File: src/hdl/bt_pkg.sv
// shared types, constants and helpers for the binary trie prefix match block
// no dependencies; imported by bt_walk_ctrl, the top level and the testbench
`default_nettype none

package bt_pkg;

    // trie sizing
    localparam int NODE_COUNT = 1024;
    localparam int PORT_BITS  = 8;
    localparam int IDX_W      = $clog2(NODE_COUNT);
    localparam int FREE_W     = $clog2(NODE_COUNT + 1);
    localparam int NODE_W     = 1 + PORT_BITS + 2 * IDX_W;

    // address walk
    localparam int ADDR_TOP = 31;
    localparam logic [5:0] LEVEL_MAX = 6'd32;

    // node count limit and first free node after the root
    localparam logic [FREE_W-1:0] NODE_LIMIT = FREE_W'(NODE_COUNT);
    localparam logic [FREE_W-1:0] FIRST_FREE = FREE_W'(1);

    // operation codes
    localparam logic FUNC_INSERT = 1'b0;
    localparam logic FUNC_LOOKUP = 1'b1;

    // status codes
    localparam logic [1:0] STATUS_OK      = 2'd0;
    localparam logic [1:0] STATUS_FULL    = 2'd1;
    localparam logic [1:0] STATUS_BAD_LEN = 2'd2;

    typedef logic [IDX_W-1:0]     t_idx;
    typedef logic [PORT_BITS-1:0] t_port;

    // one trie node as stored in the node memory
    typedef struct packed {
        logic                 matched;
        t_port                port;
        logic [1:0][IDX_W-1:0] kid;
    } t_node;

    // input beat
    typedef struct packed {
        logic        func;
        logic [31:0] ip_address;
        logic [5:0]  prefix_length;
        logic [7:0]  route_port;
    } t_in;

    // result beat
    typedef struct packed {
        logic       match_found;
        logic [7:0] match_port;
        logic [1:0] status;
    } t_out;

    // node memory access from the walker
    typedef struct packed {
        logic  we;
        t_idx  waddr;
        t_node wdata;
        logic  re;
        t_idx  raddr;
    } t_mem_req;

    // finished operation from the walker
    typedef struct packed {
        logic valid;
        t_out result;
    } t_done;

    // stored port to the 8-bit result field
    function automatic logic [7:0] to_out_port(t_port p);
        logic [PORT_BITS+7:0] w;
        w = {8'd0, p};
        return w[7:0];
    endfunction

    // 8-bit route port to the stored width
    function automatic t_port to_node_port(logic [7:0] p);
        logic [PORT_BITS+7:0] w;
        w = {{PORT_BITS{1'b0}}, p};
        return w[PORT_BITS-1:0];
    endfunction

endpackage

`default_nettype wire

File: src/hdl/bt_walk_ctrl.sv
// trie walker: one level per cycle, reads, modifies and writes back nodes
// depends on bt_pkg; drives the node memory request of bt_node_ram
`default_nettype none

module bt_walk_ctrl
    import bt_pkg::*;
(
    input  wire logic     i_clk,
    input  wire logic     i_rst_n,
    input  wire logic     i_start,
    input  wire t_in      i_item,
    output logic          o_busy,
    output t_mem_req      o_mem_req,
    input  wire t_node    i_rd_data,
    output t_done         o_done
);

    localparam logic S_IDLE = 1'b0;
    localparam logic S_WALK = 1'b1;

    logic              r_state, n_state;
    logic              r_func, n_func;
    logic [31:0]       r_ip, n_ip;
    logic [5:0]        r_len, n_len;
    t_port             r_port_in, n_port_in;
    logic [5:0]        r_level, n_level;
    t_idx              r_cur, n_cur;
    logic              r_use_zero, n_use_zero;
    logic              r_rd_root, n_rd_root;
    logic              r_root_valid, n_root_valid;
    logic [FREE_W-1:0] r_free, n_free;
    logic              r_found, n_found;
    t_port             r_mport, n_mport;

    t_node w_cur;
    t_node w_upd;
    logic  w_bit;
    t_idx  w_nxt;
    logic  w_missing;
    logic  w_full;
    logic  w_at_end;
    logic  w_bad_len;
    logic  w_found;
    t_port w_mport;

    // current node: fresh allocation or unwritten root read as cleared
    always_comb begin
        if (r_use_zero || (r_rd_root && !r_root_valid)) begin
            w_cur = '0;
        end else begin
            w_cur = i_rd_data;
        end
    end

    // level decode
    assign w_bit     = r_ip[ADDR_TOP];
    assign w_nxt     = w_cur.kid[w_bit];
    assign w_missing = (w_nxt == '0) || (FREE_W'(w_nxt) >= NODE_LIMIT);
    assign w_full    = r_free >= NODE_LIMIT;
    assign w_at_end  = (r_func == FUNC_INSERT) ? (r_level == r_len) : (r_level == LEVEL_MAX);
    assign w_bad_len = (i_item.prefix_length == 6'd0) || (i_item.prefix_length > LEVEL_MAX);
    assign w_found   = r_found | w_cur.matched;
    assign w_mport   = w_cur.matched ? w_cur.port : r_mport;

    // sequencer
    always_comb begin
        n_state      = r_state;
        n_func       = r_func;
        n_ip         = r_ip;
        n_len        = r_len;
        n_port_in    = r_port_in;
        n_level      = r_level;
        n_cur        = r_cur;
        n_use_zero   = r_use_zero;
        n_rd_root    = r_rd_root;
        n_root_valid = r_root_valid;
        n_free       = r_free;
        n_found      = r_found;
        n_mport      = r_mport;
        w_upd        = w_cur;
        o_mem_req    = '0;
        o_done       = '0;

        unique case (r_state)
            S_IDLE: begin
                if (i_start) begin
                    if (i_item.func == FUNC_INSERT && w_bad_len) begin
                        // rejected insert answers at once
                        o_done.valid         = 1'b1;
                        o_done.result.status = STATUS_BAD_LEN;
                    end else begin
                        o_mem_req.re    = 1'b1;
                        o_mem_req.raddr = '0;
                        n_rd_root       = 1'b1;
                        n_state         = S_WALK;
                        n_func          = i_item.func;
                        n_ip            = i_item.ip_address;
                        n_len           = i_item.prefix_length;
                        n_port_in       = to_node_port(i_item.route_port);
                        n_level         = '0;
                        n_cur           = '0;
                        n_use_zero      = 1'b0;
                        n_found         = 1'b0;
                        n_mport         = '0;
                    end
                end
            end
            S_WALK: begin
                if (r_func == FUNC_INSERT) begin
                    o_mem_req.waddr = r_cur;
                    if (w_at_end) begin
                        // mark the prefix node and store its port
                        w_upd.matched        = 1'b1;
                        w_upd.port           = r_port_in;
                        o_mem_req.we         = 1'b1;
                        o_mem_req.wdata      = w_upd;
                        o_done.valid         = 1'b1;
                        o_done.result.status = STATUS_OK;
                        n_state              = S_IDLE;
                    end else if (w_missing && w_full) begin
                        // pool empty: keep what was built so far
                        o_mem_req.we         = 1'b1;
                        o_mem_req.wdata      = w_cur;
                        o_done.valid         = 1'b1;
                        o_done.result.status = STATUS_FULL;
                        n_state              = S_IDLE;
                    end else if (w_missing) begin
                        // link a fresh node and continue on it without a read
                        w_upd.kid[w_bit] = r_free[IDX_W-1:0];
                        o_mem_req.we     = 1'b1;
                        o_mem_req.wdata  = w_upd;
                        n_cur            = r_free[IDX_W-1:0];
                        n_free           = r_free + FREE_W'(1);
                        n_use_zero       = 1'b1;
                        n_rd_root        = 1'b0;
                        n_level          = r_level + 6'd1;
                        n_ip             = {r_ip[30:0], 1'b0};
                    end else begin
                        o_mem_req.re    = 1'b1;
                        o_mem_req.raddr = w_nxt;
                        n_rd_root       = 1'b0;
                        n_cur           = w_nxt;
                        n_use_zero      = 1'b0;
                        n_level         = r_level + 6'd1;
                        n_ip            = {r_ip[30:0], 1'b0};
                    end
                end else begin
                    n_found = w_found;
                    n_mport = w_mport;
                    if (w_at_end || w_missing) begin
                        o_done.valid              = 1'b1;
                        o_done.result.match_found = w_found;
                        o_done.result.match_port  = to_out_port(w_mport);
                        o_done.result.status      = STATUS_OK;
                        n_state                   = S_IDLE;
                    end else begin
                        o_mem_req.re    = 1'b1;
                        o_mem_req.raddr = w_nxt;
                        n_rd_root       = 1'b0;
                        n_cur           = w_nxt;
                        n_use_zero      = 1'b0;
                        n_level         = r_level + 6'd1;
                        n_ip            = {r_ip[30:0], 1'b0};
                    end
                end
            end
            default: begin
                n_state = S_IDLE;
            end
        endcase

        // the root holds real data once written
        if (o_mem_req.we && o_mem_req.waddr == '0) begin
            n_root_valid = 1'b1;
        end
    end

    assign o_busy = (r_state != S_IDLE);

    // control state
    always_ff @(posedge i_clk) begin
        if (!i_rst_n) begin
            r_state      <= S_IDLE;
            r_root_valid <= 1'b0;
            r_free       <= FIRST_FREE;
        end else begin
            r_state      <= n_state;
            r_root_valid <= n_root_valid;
            r_free       <= n_free;
        end
    end

    // walk payload
    always_ff @(posedge i_clk) begin
        r_func     <= n_func;
        r_ip       <= n_ip;
        r_len      <= n_len;
        r_port_in  <= n_port_in;
        r_level    <= n_level;
        r_cur      <= n_cur;
        r_use_zero <= n_use_zero;
        r_rd_root  <= n_rd_root;
        r_found    <= n_found;
        r_mport    <= n_mport;
    end

    // a new operation only starts from idle
    a_start_idle: assert property (@(posedge i_clk) disable iff (!i_rst_n)
        i_start |-> (r_state == S_IDLE))
        else $error("walker started while busy");

    // a level never both writes and reads the node memory
    a_one_access: assert property (@(posedge i_clk) disable iff (!i_rst_n)
        !(o_mem_req.we && o_mem_req.re))
        else $error("node memory read and write in one cycle");

    // the allocation counter never passes the pool size
    a_free_bound: assert property (@(posedge i_clk) disable iff (!i_rst_n)
        (r_free >= FIRST_FREE) && (r_free <= NODE_LIMIT))
        else $error("allocation counter out of range");

    // an allocation continues on the fresh node with cleared contents
    a_alloc_zero: assert property (@(posedge i_clk) disable iff (!i_rst_n)
        (r_state == S_WALK && o_mem_req.we && !o_done.valid) |=>
            (r_use_zero && r_state == S_WALK && r_free == $past(r_free) + FREE_W'(1)))
        else $error("allocation did not advance onto fresh node");

endmodule

`default_nettype wire

File: config.mk
export PLATFORM = sky130hd
export DESIGN_NAME = bt_walk_ctrl
export DESIGN_NICKNAME = d
export VERILOG_FILES = /design/src/hdl/bt_pkg.sv /design/src/hdl/bt_walk_ctrl.sv
export SDC_FILE = /design/constraint.sdc
export NUM_CORES = 1
export LEC_CHECK = 0
export BUFFER_PORTS_ARGS = -buffer_cell sky130_fd_sc_hd__buf_4
export CAP_MARGIN = 20
export CORE_MARGIN = 2
export CORE_UTILIZATION = 25
export DETAILED_ROUTE_END_ITERATION = 12
export GPL_TIMING_DRIVEN = 0
export PLACE_DENSITY = 0.44
export SETUP_SLACK_MARGIN = 0.1
export SLEW_MARGIN = 20
export SYNTH_ARGS = -nofsm -noshare
export SYNTH_HDL_FRONTEND = slang
export SYNTH_SLANG_ARGS = --single-unit
File: constraint.sdc
create_clock -name i_clk -period 3.5 [get_ports i_clk]
set_input_delay 0.35 -clock i_clk [delete_from_list [all_inputs] [get_ports i_clk]]
set_output_delay 0.35 -clock i_clk [all_outputs]
set_load 0.005 [all_outputs]
# Word-level counts from Yosys, hierarchy flattened

Cells that the tools add are included.

Register bits after elaboration: 87
Latch bits: 0
Memory bits (writable): 0
Bits in read-only memories: 0
Input bits: 79
Output and inout port bits: 64
Word-level logic and storage cells: 137
Memories kept: 0

Add/subtract/negate cells: 2
Multipliers: 0
Divide/modulo/power cells: 0
Magnitude comparators: 4
Equal/unequal tests: 8
Shifts and indexed selects: 0
Mux-type cells: 87
Bitwise operators: 7
Reduce and logical (&&, ||, !) cells: 16

Operators by type and width:

| kind                  | number |
|---|---|
| $mux 32               | 6 |
| $mux 29               | 4 |
| $mux 10               | 10 |
| $mux 40               | 2 |
| $mux 11               | 7 |
| $pmux 32 s2           | 1 |
| $mux 6                | 6 |
| $mux 8                | 4 |
| $mux 1                | 29 |
| $pmux 11 s2           | 1 |
| $bwmux 20             | 1 |
| $logic_not 10->1      | 2 |
| $pmux 10 s2           | 1 |
| $mux 9                | 2 |
| $pmux 8 s2            | 1 |
| $mux 12               | 1 |
| $pmux 6 s2            | 1 |
| $add 11x1->11 const B | 1 |
| $ge 11x11->1 const B  | 1 |
| $demux 10 s1          | 1 |
| $pmux 1 s2            | 5 |
| $reduce_and 5->1      | 2 |
| $ne 3x3->1 const B    | 3 |
| $add 6x1->6 const B   | 1 |
| other kinds (16)      | 31 |

# Logic depth before layout (Yosys ltp)

Word-level depth: 14
Depth in mapped cells: 9
Gate-level depth less buffers: 6

# Worst setup path before layout

OpenSTA, ideal clock, no wires.

Kind: input port to flip-flop
From: input i_item[8] (netlist bit)
To: register r_cur[0], enable pin
Setup time: 386 ps
Arrival time: 2824 ps
Required time: 3114 ps
Setup slack: 290 ps
Stages on the path: 5
Buffers on the path: 0
Cells stage by stage: or4_1 nor2_1 xor2_1 a21oi_1 or2_2

Cells in the longest elaborated chain, start to end: 5
Elaborated cells between the ends (all ways): 6
Classes of those cells: order compare: 1; eq/ne: 1; reduce/logical: 4

RTL lines:

| item                                                 | line                | text |
|---|---|---|
| start, declared                                      | bt_walk_ctrl.sv:11  | `input wire t_in i_item,` |
| $gt 6x6->1 / $logic_not 6->1 (equally long branches) | bt_walk_ctrl.sv:61  | `assign w_bad_len = (i_item.prefix_length == 6'd0) \|\| (i_item.prefix_length > LEVEL_MAX);` |
| $logic_or 1x1->1 *                                   | bt_walk_ctrl.sv:61  |  |
| $logic_and 1x1->1 *                                  | bt_walk_ctrl.sv:87  | `if (i_item.func == FUNC_INSERT && w_bad_len) begin` |
| $ne 2x2->1 (no source line) *                        | -                   |  |
| $reduce_and 5->1 (no source line) *                  | -                   |  |
| end signal, assigned                                 | bt_walk_ctrl.sv:200 | `r_cur <= n_cur;` |
| end, declared                                        | bt_walk_ctrl.sv:27  | `t_idx r_cur, n_cur;` |

Every way passes the cells marked *; elsewhere a longest branch is shown, timed or not.
A chain may end at the register's enable or synchronous reset.

==> results.json <==
{
  "outcome": "complete, no violations",
  "worstPathCellList": "buf_12 -> mux2i_4 -> a211oi_1 -> or4_4 -> or2_1 -> buf_2 -> buf_6 -> o211ai_4 -> buf_12 -> o32ai_1 -> buf_4",
  "finalMaxSlewViolations": 0,
  "fin_skew_ps": 11.0,
  "htree_levels": 3,
  "p_leak_nw": 2.56,
  "gp_congestion": 0.825,
  "die_x_microns": 142,
  "synth_cells": 438,
  "critPathLaunchType": "register",
  "hold_viol_final": 0,
  "final_cells": 840,
  "cp_slowest_stage_delay_ps": 590,
  "fin_ws_ps": 89.1,
  "timing.critical_path.mode_cell": "buf_12",
  "yosys.cell_types.count": 52,
  "wirelength_mm": 14.8,
  "antenna_found_initial": 0,
  "first_global_vias": 4131,
  "synth_area_sq_um": 4760,
  "area_growth_pct": 40.2,
  "drt_iter0_markers": 221,
  "die_h_microns": 142,
  "num-nets-final": 683,
  "routedWlPerCell_microns": 17.7,
  "multiInputGateArea_sq_um": 2260,
  "clk_pin_slew_worst_paths_ps": 70,
  "cp-end-kind": "output pin",
  "final-setup-viol-count": 0,
  "relSlewSlack_pct": 41.6,
  "cpLargestDelayFamily": "simple AND/OR/NAND/NOR gates",
  "synth_top_area_share_pct": 46.6,
  "ios": 143,
  "numPortBuffers": 142,
  "regArea_sq_um": 2480,
  "rsz0062_at_grt": "yes",
  "maxCapViolCount": 0,
  "min_period_ps": 3410,
  "firstDrtPassIters": 4,
  "yosysSeqAreaShare_pct": 52.1,
  "grt_max_degree": 51,
  "n_fill_cell": 1928,
  "postRouteAntennaNets": 0,
  "drc_errors": 0,
  "hold_class": "input port to register",
  "row_count": 50,
  "path_buf_inv": 5,
  "cp.required_ps": 3150,
  "fp.coreArea_sq_um": 18700,
  "dp_cells": 815,
  "clock_latency_ps": 350,
  "synth_area_leaders": "edfxtp_1 (47%), mux2_2 (7.3%), dfxtp_1 (5.5%)",
  "start_util_pct": 25.5,
  "peakVddDrop_v": 0.000181,
  "n_antenna_cell": 0,
  "finalPower_mw": 2.98,
  "p_per_area_nw_per_um2": 447,
  "worstMarginPinSlew_ps": 869,
  "worst_hold_slack_ps": 180,
  "avgSynthCellArea_sq_um": 10.9,
  "cts_tree": "yes",
  "viasPerCell": 4.90,
  "vias": 4115,
  "utilization_pct": 35.7,
  "clockRootBuffer": "clkbuf_16",
  "synth_edf_count": 74,
  "hpwlAfterDp_mm": 11.2,
  "ys_ff_latch": 87,
  "drive_gt1_share_pct": 38.3,
  "grt-ovfl-total": 0,
  "grt_pass1_wl_mm": 22.9,
  "grt_util_all_layers_pct": 14.8,
  "synth_area_leader_cell": "edfxtp_1",
  "cts_buffer_depth": 2,
  "synth_fp_nets": 520,
  "critical_path_class": "register to output pin",
  "async_flop_share_pct": 0,
  "fmax_mhz": 293,
  "die-area_sq_um": 20200,
  "preCtsSetupSlack_ps": -16.2,
  "worstPathArrival_ps": 3060,
  "cts_inserted_buffers": 9,
  "ys.flop_type": "edfxtp_1",
  "yosys_warnings": 0,
  "cp_slowest_cell": "or4_4",
  "cts_sinks": 87,
  "fin_crit_sh_pct": 97.5,
  "critPathMaxFanout": 10
}
[registers in the layout, summed over array words and instances (netlist names), 6 cells and up]
signal and flops:
r_level 6, r_port_in 8, r_mport 8, r_cur 10, r_free 11, r_len 6, r_ip 32
[cell usage in the layout (no fill, tap or decap), types with 17 or more instances in the layout]
cell,Yosys,routed
nand2_1,38,38
nor3_1,18,18
buf_4,0,150
mux2_2,31,31
nor2_1,44,42
and2_1,22,22
nand3_1,17,17
a21oi_1,19,18
mux2i_1,25,19
o32ai_1,21,18
edfxtp_1,74,74
[logic make-up after synthesis]
kind of cell	share of synthesized area [%]
flip-flops	52.1
AO/OA/AOI/OAI	11.5
XOR/XNOR	1.47
multiplexers	12.6
AND/OR/NAND/NOR	18.6
adder cells (fa/ha/maj)	0.788
buffers and inverters	2.94
[stage by stage]
stage                     setup TNS (ps)  area, sq um
after floorplan                        0         4760
after global placement            -34200         6120
after detailed placement           -16.2         6140
after CTS                              0         6570
after global routing               -91.8         6680
final                                  0         6680
[layout make-up]
class                   instances  area share, %
plain buffers                  28           2.17
clock buffers                   9           3.37
clock inverters                 7           1.16
inverters                       6          0.337
multi-input cells             317           33.9
flip-flops and latches         87           37.2
well taps                     234           4.38
repair buffers                152           17.5
[where the power goes]
part	internal, mW	leakage (nW)	switching [mW]
Sequential	1.26	0.826	0.0469
Combinational	0.298	1.59	0.381
Clock	0.561	0.147	0.434
[path summary, 6_finish.rpt]
kind                startpoint       endpoint  slack, ps  cells past startpoint
setup / recovery      r_ip[31]  o_mem_req[22]         90                     11
hold / removal       i_item[3]   r_port_in[3]        180                      1
setup reg to reg      r_ip[31]       r_ip[26]        360                      9
hold reg to reg   r_root_valid   r_root_valid        480                      2
[timing repair]
action | CTS | global route
hold buffers | 0 | 0
endpoints found under the hold margin | 0 | 0
setup buffers | 4 | 4
cloned | 0 | 1
pin swaps | 1 | 2
endpoints found under the setup margin | 92 | 28
resized for setup | 21 | 17
[metal layers]
layer | track usage, % | vias to the layer above | part of all wire (%)
li1 | - | 1977 | -
met1 | 19.1 | 1992 | 44
met2 | 24.5 | 131 | 48
met3 | 3.33 | 15 | 6.2
met4 | 4.84 | 0 | 1.5
met5 | 0 | - | 0
[cell usage after synthesis (4+ instances only)]
| cell type | number |
|---|---|
| a21oi_1 | 19 |
| a22o_1 | 10 |
| and2_1 | 22 |
| buf_1 | 7 |
| buf_2 | 4 |
| clkbuf_1 | 16 |
| dfxtp_1 | 13 |
| edfxtp_1 | 74 |
| inv_1 | 4 |
| mux2_2 | 31 |
| mux2i_1 | 25 |
| nand2_1 | 38 |
| nand2b_1 | 8 |
| nand3_1 | 17 |
| nand4_1 | 5 |
| nor2_1 | 44 |
| nor3_1 | 18 |
| nor4_1 | 5 |
| o32ai_1 | 21 |
| xor2_1 | 5 |
[worst register-to-register path: cells and delay by family, from the launching register on]
| kind | cells | cell delay [ps] |
|---|---|---|
| AOI/OAI and AO/OA | 2 | 300 |
| buffers and inverters | 3 | 480 |
| muxes | 1 | 280 |
| DFF | 1 | 410 |
| and+or+nand+nor | 3 | 1270 |
Power figures use the tool's default switching activity.
